$ cat src/rtl/era_pkg.sv
// Shared types, codes and helpers of the element-wise reduction accumulator.
// No dependencies.
package era_pkg;

  localparam int ERA_MAX_ELEMS = 256;
  localparam int IDX_W         = 8;
  localparam int VAL_W         = 64;
  localparam int CMD_W         = 2;
  localparam int CFG_IDX_W     = 2;
  localparam int CFG_DATA_W    = 9;
  localparam int TDATA_W       = IDX_W + VAL_W;

  localparam logic [CMD_W-1:0] CMD_LOAD    = 2'd0;
  localparam logic [CMD_W-1:0] CMD_COMBINE = 2'd1;
  localparam logic [CMD_W-1:0] CMD_READ    = 2'd2;

  localparam logic [2:0] OP_SUM     = 3'd0;
  localparam logic [2:0] OP_PRODUCT = 3'd1;
  localparam logic [2:0] OP_AND     = 3'd2;
  localparam logic [2:0] OP_OR      = 3'd3;
  localparam logic [2:0] OP_XOR     = 3'd4;
  localparam logic [2:0] OP_MIN     = 3'd5;
  localparam logic [2:0] OP_MAX     = 3'd6;

  localparam logic [1:0] EW_16 = 2'd0;
  localparam logic [1:0] EW_32 = 2'd1;
  localparam logic [1:0] EW_64 = 2'd2;

  localparam logic [CFG_IDX_W-1:0] REG_OP_SELECT     = 2'd0;
  localparam logic [CFG_IDX_W-1:0] REG_ELEMENT_WIDTH = 2'd1;
  localparam logic [CFG_IDX_W-1:0] REG_VECTOR_LENGTH = 2'd2;

  typedef struct packed {
    logic accept;
    logic rd;
    logic calc;
    logic mul1;
    logic mul2;
    logic finish;
  } era_cmd_t;

  typedef struct packed {
    logic need_mul;
  } era_sts_t;

  function automatic logic [VAL_W-1:0] sext_ew(input logic [VAL_W-1:0] v,
                                               input logic [1:0] ew);
    logic [VAL_W-1:0] r;
    case (ew)
      EW_16:   r = {{48{v[15]}}, v[15:0]};
      EW_32:   r = {{32{v[31]}}, v[31:0]};
      default: r = v;
    endcase
    return r;
  endfunction

endpackage

$ cat src/rtl/era_ctrl.sv
// Controller state machine of the element-wise reduction accumulator.
// Depends on era_pkg; drives the datapath through era_cmd_t.
module era_ctrl import era_pkg::*; (
  input  logic     clk,
  input  logic     rst_n,
  input  logic     in_tvalid,
  output logic     in_tready,
  output logic     out_tvalid,
  input  logic     out_tready,
  input  era_sts_t sts,
  output era_cmd_t cmd
);

  localparam logic [2:0] S_IDLE = 3'd0;
  localparam logic [2:0] S_READ = 3'd1;
  localparam logic [2:0] S_CALC = 3'd2;
  localparam logic [2:0] S_MUL1 = 3'd3;
  localparam logic [2:0] S_MUL2 = 3'd4;
  localparam logic [2:0] S_DONE = 3'd5;

  logic [2:0] state_r, state_nxt;
  logic       out_valid_r, out_valid_nxt;

  always_comb begin
    cmd.accept = (state_r == S_IDLE) && in_tvalid;
    cmd.rd     = (state_r == S_READ);
    cmd.calc   = (state_r == S_CALC);
    cmd.mul1   = (state_r == S_MUL1);
    cmd.mul2   = (state_r == S_MUL2);
    cmd.finish = (state_r == S_DONE) && (!out_valid_r || out_tready);
  end

  always_comb begin
    state_nxt = state_r;
    case (state_r)
      S_IDLE: if (in_tvalid) state_nxt = S_READ;
      S_READ: state_nxt = S_CALC;
      S_CALC: state_nxt = sts.need_mul ? S_MUL1 : S_DONE;
      S_MUL1: state_nxt = S_MUL2;
      S_MUL2: state_nxt = S_DONE;
      S_DONE: if (cmd.finish) state_nxt = S_IDLE;
      default: state_nxt = S_IDLE;
    endcase
  end

  always_comb begin
    out_valid_nxt = out_valid_r;
    if (cmd.finish) begin
      out_valid_nxt = 1'b1;
    end else if (out_tready) begin
      out_valid_nxt = 1'b0;
    end
  end

  always_ff @(posedge clk) begin
    if (!rst_n) begin
      state_r     <= S_IDLE;
      out_valid_r <= 1'b0;
    end else begin
      state_r     <= state_nxt;
      out_valid_r <= out_valid_nxt;
    end
  end

  assign in_tready  = (state_r == S_IDLE);
  assign out_tvalid = out_valid_r;

endmodule

$ cat config.mk
export PLATFORM = sky130hd
export DESIGN_NAME = era_ctrl
export DESIGN_NICKNAME = d
export VERILOG_FILES = /design/src/rtl/era_pkg.sv /design/src/rtl/era_ctrl.sv
export SDC_FILE = /design/constraint.sdc
export NUM_CORES = 1
export LEC_CHECK = 0
export ABC_AREA = 1
export BUFFER_PORTS_ARGS = -buffer_cell sky130_fd_sc_hd__clkbuf_2
export CAP_MARGIN = 20
export CORE_AREA = 2 2 39 41
export CTS_CLUSTER_SIZE = 40
export DETAILED_ROUTE_END_ITERATION = 16
export DIE_AREA = 0 0 41 43
export GPL_TIMING_DRIVEN = 0
export REMOVE_ABC_BUFFERS = 1
export SYNTH_ARGS = -nofsm -noshare
export SYNTH_HDL_FRONTEND = slang
export SYNTH_SLANG_ARGS = --single-unit
$ cat constraint.sdc
create_clock -name clk -period 1.2 [get_ports clk]
set_input_delay 0.12 -clock clk [delete_from_list [all_inputs] [get_ports clk]]
set_output_delay 0.12 -clock clk [all_outputs]
set_load 0.05 [all_outputs]
==> results of run 1 <==
[power by group]
part	leakage (nW)	internal [mW]	total (mW)	switching, mW
clock network	0.0138	0.111	0.158	0.0471
logic	0.162	0.0857	0.236	0.150
registers	0.0345	0.146	0.167	0.0205
[synthesized netlist by cell type]
master / n / share of area [%]
nand2_1: 6 / 9.7
nand3_2: 1 / 4.3
nor2_2: 2 / 5.4
dfxtp_1: 4 / 34
nor2_1: 7 / 11
a21oi_1: 5 / 11
o21ai_1: 1 / 2.1
nand3_1: 2 / 4.3
buf_4: 1 / 3.2
inv_2: 1 / 1.6
inv_1: 8 / 13
[area by class of cell]
type | instances | area [um^2] | share of cell area, %
Inverter | 9 | 33.8 | 8.08
Tap cell | 16 | 20.0 | 4.79
Clock buffer | 3 | 22.5 | 5.39
Multi-Input combinational cell | 24 | 140 | 33.5
Sequential cell | 4 | 88.8 | 21.3
Timing Repair Buffer | 14 | 113 | 26.9
[layer usage]
| layer | part of all wire [%] | GRT usage, % | wire [um] | vias to the layer above |
|---|---|---|---|---|
| li1 | - | - | - | 146 |
| met1 | 32 | 6.13 | 172 | 121 |
| met2 | 62 | 9.69 | 333 | 5 |
| met3 | 5.2 | 4.71 | 28 | 0 |
| met4 | 0 | 4.00 | 0 | 0 |
| met5 | 0 | 0 | 0 | - |
[cell usage in the layout (no fill, tap or decap)]
cell / instances
a21oi_1: 4
a21oi_2: 1
buf_2: 1
buf_4: 4
buf_6: 2
buf_8: 2
clkbuf_2: 5
clkbuf_4: 3
dfxtp_1: 1
dfxtp_2: 1
dfxtp_4: 2
inv_1: 7
inv_2: 2
nand2_1: 4
nand2_2: 2
nand3_1: 2
nand3_2: 1
nor2_1: 5
nor2_2: 1
nor2_4: 3
o21ai_1: 1
[worst paths after layout]
check,from,endpoint,slack (ns),cells past startpoint
worst max register to register,state_r[0]$_SDFFE_PN0P_,state_r[2]$_SDFFE_PN0P_,0.27,5
worst min register to register,out_tvalid$_SDFFE_PN0P_,out_tvalid$_SDFFE_PN0P_,0.53,2
worst max-delay path,state_r[0]$_SDFFE_PN0P_,cmd[5],0.02,4
worst min-delay path,sts,state_r[1]$_SDFFE_PN0P_,0.13,3
[repair_timing]
item / 4_1_cts / 5_1_grt
setup endpoints to repair: 7 / 7
buffers inserted: 0 / 2
pin swaps: 0 / 3
gates resized for setup: 13 / 18
[kinds of logic after synthesis]
family	share of synthesized area (%)
simple gates	34.9
buf+inv	17.7
compound gates	12.9
flops	34.4
[tightest hold or removal path: stages]
cell	delay, ns
clkbuf_2	0.09
nand2_1	0.06
a21oi_1	0.05
[metrics by stage]
stage | hold slack, ns | instance area (um^2) | power, mW | setup slack, ns | util [%]
global placement | 0.376 | 305 | 0.335 | 0.0902 | 22.1
CTS | 0.129 | 365 | 0.524 | -0.0122 | 26.4
detailed placement | 0.379 | 305 | 0.336 | 0.0755 | 22.1
global route | 0.140 | 418 | 0.598 | -0.0334 | 30.2
finish | 0.128 | 418 | 0.561 | 0.0199 | 30.2
floorplan | 0.265 | 225 | 0.298 | -0.233 | -
[sequential cells by signal, summed over array words and instances, names as in the netlist]
name / cells
state_r: 3
out_tvalid: 1
==> metrics.md, run 1 <==
| Metric | Value |
|---|---|
| Run status | finished clean |
| Vias | 272 |
| Startpoint Class | flop |
| Initial Util | 16.8% |
| Worst-path cell chain | nor2_4 -> nand2_2 -> nor2_4 -> buf_8 |
| Nets | 61 |
| Lkg Pwr | 0.210 nW |
| First-pass iteration count of the detailed router | 4 |
| Share of cells above drive strength 1 | 55.6% |
| Die ar. | 1760 um^2 |
| Worst clock skew | 0.00115 ns |
| Most frequent CP cell | nor2_4 |
| Routed vias/inst | 3.89 |
| CTS tree | built |
| CP max-delay cell | dfxtp_4 |
| Routed wire length | 534 um |
| Vias in the first global route | 216 |
| First-pass GRT wire length | 738 um |
| CP bufs+invs | 1 |
| Fin. Hold Viols | 0 |
| CTS Buf Count | 3 |
| CP Max Fanout | 6 |
| Type of the worst min-delay path | primary input to flop |
| Max-slew headroom | 81.7% |
| 1st-iter DRT viols | 2 |
| Total GRT Usage | 6.53% |
| Largest stage delay on the critical path | 0.36 ns |
| Worst slew pin tran | 0.276 ns |
| Initial antenna violation count | 0 |
| Residual DRC count | 0 |
| Ys Warns | 0 |
| Flip-flop and latch count after synthesis | 4 |
| Yosys cell types | 11 |
| Post-Synthesis Cells | 38 |
| GRT overflow | 0 |
| Final period utilization | 98.3% |
| Worst-path clk slew | 0.03 ns |
| Placed Cells | 65 |
| Pin count of the biggest net entering global routing | 8 |
| Final setup TNS | 0 ns |
| GP Congestion | 0.652 |
| Crit path max-delay family | flip-flops |
| Die span in x | 41 um |
| Pwr dens | 1340 nW/um^2 |
| Input/output buffers | 12 |
| Crit Path Category | flop to output pin |
| Post-Synthesis Cell Area | 233 um^2 |
| Routed Antenna Nets | 0 |
| Core area | 1380 um^2 |
| Peak VDD IR | 450 uV |
| FP Rows | 14 |
| Kind of end point of the critical path | output pin |
| CTS H-tree lvls | 1 |
| Setup violators final | 0 |
| Unrepaired setup endpoints after global routing | true |
| Non-filler cells, final | 70 |
| Tmin final | 1.18 ns |
| Fillers | 160 |
| CTS Root Cell | clkbuf_4 |
| HPWL after detailed placement | 390 um |
| CP arrival | 1.06 ns |
| Drt wl/cell | 7.63 um |
| CTS Buffer Depth | 2 |
| Diodes inserted | 0 |
| Max_cap viols | 0 |
| Syn avg cell area | 6.12 um^2 |
| Clock latency on the worst-skew pair | 0.23 ns |
| Clk sink count | 4 |
| Max Clk Rate | 847 MHz |
| Worst EP required | 1.08 ns |
| Die Y | 43 um |
| Final Max Tran Viols | 0 |
| Syn-to-layout area delta | 79.6% |
| Ports | 13 |
| Post-synthesis sequential area ratio | 34.4% |
| # hold bufs at CTS | 0 |
(Power assumes the default switching activity.)
==> run 2: changes to the inputs <==
--- a/config.mk
+++ b/config.mk
@@ -14,6 +14,7 @@
 export DIE_AREA = 0 0 41 43
 export GPL_TIMING_DRIVEN = 0
 export REMOVE_ABC_BUFFERS = 1
+export SETUP_SLACK_MARGIN = 0.1
 export SYNTH_ARGS = -nofsm -noshare
 export SYNTH_HDL_FRONTEND = slang
 export SYNTH_SLANG_ARGS = --single-unit
==> constraint.sdc (replaced) <==
create_clock -name clk -period 1.55 [get_ports clk]
set_input_delay 0.155 -clock clk [delete_from_list [all_inputs] [get_ports clk]]
set_output_delay 0.155 -clock clk [all_outputs]
set_load 0.05 [all_outputs]
==> run 2 against run 1 <==
Routed wire length down 18%. Register-to-register slack better by 0.37 ns. Clock power down 22%. Sequential share of layout area up 3.1 points. Non-clock buffer count down 2. Final area down 20%. Die area unchanged.
==> metrics.md, run 2 (same netlist as run 1, synthesis figures left out) <==
| Metric | Value |
|---|---|
| Met3 WL | 29 um |
| Total GRT Usage | 6.03% |
| Final Max Tran Viols | 0 |
| Input/output buffers | 12 |
| Initial antenna violation count | 0 |
| First-pass GRT wire length | 669 um |
| Reg2Reg Capture Point | state_r[0]$_SDFFE_PN0P_ |
| Share of cells above drive strength 1 | 38.5% |
| Final period utilization | 83.8% |
| Die Y | 43 um |
| Unrepaired setup endpoints after global routing | false |
| Crit Path Category | flop to output pin |
| CTS tree | built |
| Routed Antenna Nets | 0 |
| GP Congestion | 0.652 |
| Vias | 264 |
| Core area | 1380 um^2 |
| Hold WS | 0.174 ns |
| Startpoint Class | flop |
| Worst-path clk slew | 0.03 ns |
| Worst reg2reg path depth | 4 |
| Met2 WL post-DR | 246 um |
| Syn-to-layout area delta | 43.5% |
| Peak VDD IR | 340 uV |
| DP Area | 305 um^2 |
| Final setup TNS | 0 ns |
| Lkg Pwr | 0.186 nW |
| CTS Buffer Depth | 2 |
| Highest Signal Layer | met3 |
| Ports | 13 |
| Max FFs per register | 3 |
| Biggest register | state_r |
| Routed wire length | 438 um |
| Launch point of the worst reg-to-reg path | state_r[0]$_SDFFE_PN0P_ |
| Setup violators final | 0 |
| WL met1 | 163 um |
| Post-CTS Setup Bufs | 0 |
| Max-slew headroom | 81.7% |
| CP arrival | 1.14 ns |
| R2r setup slk | 0.64 ns |
| Run status | finished clean |
| Pin count of the biggest net entering global routing | 8 |
| Max Clk Rate | 770 MHz |
| CTS Root Cell | clkbuf_4 |
| Fin. Hold Viols | 0 |
| Vias in the first global route | 200 |
| Max_cap viols | 0 |
| Leading cell type in the layout, fill and taps excluded | clkbuf_2 |
| Clk sink count | 4 |
| Post-route cell area | 334 um^2 |
| Cells on Worst Hold Path | 3 |
| Drt wl/cell | 6.44 um |
| HPWL after detailed placement | 390 um |
| Worst slew pin tran | 0.275 ns |
| Launch point of the worst hold path | sts |
| First-pass iteration count of the detailed router | 2 |
| CTS H-tree lvls | 1 |
| Routed vias/inst | 3.88 |
| Nets | 59 |
| FP Rows | 14 |
| Residual DRC count | 0 |
| # hold bufs at CTS | 0 |
| Clock latency on the worst-skew pair | 0.23 ns |
| Die ar. | 1760 um^2 |
| CP Max Fanout | 7 |
| CTS Buf Count | 3 |
| Worst EP required | 1.39 ns |
| Die span in x | 41 um |
| Worst clock skew | 0.00190 ns |
| Diodes inserted | 0 |
| Type of the worst min-delay path | primary input to flop |
| Hold endpoint | state_r[1]$_SDFFE_PN0P_ |
| Kind of end point of the critical path | output pin |
| Post-CTS sizing | 0 |
| Commonest cells after routing, fill and taps aside | clkbuf_2 (10), inv_1 (8), nor2_1 (7) |
| Tmin final | 1.30 ns |
| Pwr dens | 1150 nW/um^2 |
| GRT overflow | 0 |
| Initial Util | 16.8% |
| 1st-iter DRT viols | 1 |
run 2: changes by cell type in the layout (fill, tap and decap cells not counted), sizes merged:
| cell | change |
|---|---|
| buf | -9 |
| clkbuf | +7 |
run 2: metrics by stage:
step	util [%]	instances	total power [mW]	worst slack, ns
floorplan	-	37	0.231	0.0816
global placement	22.1	65	0.260	0.405
detailed placement	22.1	65	0.260	0.390
CTS	23.7	68	0.388	0.142
global route	24.1	68	0.412	0.133
finish	24.1	68	0.384	0.251
run 2: cell type report:
| cell class | instances | area, um^2 |
|---|---|---|
| fillers | 170 | 1050 |
| multi-input cells | 24 | 111 |
| flip-flops and latches | 4 | 81.3 |
| repair buffers | 12 | 65.1 |
| inverters | 9 | 33.8 |
| clock buffers | 3 | 22.5 |
| well taps | 16 | 20.0 |
run 2: critical path, stage by stage, from the launching register on:
cell and delay, ns:
dfxtp_2 0.35, nor2_1 0.16, nand2_1 0.09, inv_1 0.06, clkbuf_2 0.26
run 2: per-layer routing:
layer | up-vias | GRT usage (%)
met4 | 0 | 4.00
met1 | 116 | 5.48
li1 | 143 | -
met5 | - | 0
met3 | 0 | 4.71
met2 | 5 | 8.75
run 2: power by group:
part | internal, mW | switching (mW) | total [mW]
clock network | 0.0862 | 0.0368 | 0.123
logic | 0.0343 | 0.101 | 0.136
registers | 0.113 | 0.0123 | 0.125
run 2: worst max path at each step:
| stage | startpoint | to | slack (ns) | cells after the start |
|---|---|---|---|---|
| finish | state_r[0]$_SDFFE_PN0P_ | in_tready | 0.25 | 4 |
| global route | state_r[2]$_SDFFE_PN0P_ | cmd[0] | 0.13 | 3 |
| CTS | state_r[0]$_SDFFE_PN0P_ | cmd[0] | 0.14 | 3 |
| detailed placement | state_r[0]$_SDFFE_PN0P_ | cmd[0] | 0.39 | 3 |
| global placement | state_r[0]$_SDFFE_PN0P_ | cmd[0] | 0.41 | 3 |
| floorplan | state_r[0]$_SDFFE_PN0P_ | cmd[0] | 0.08 | 2 |
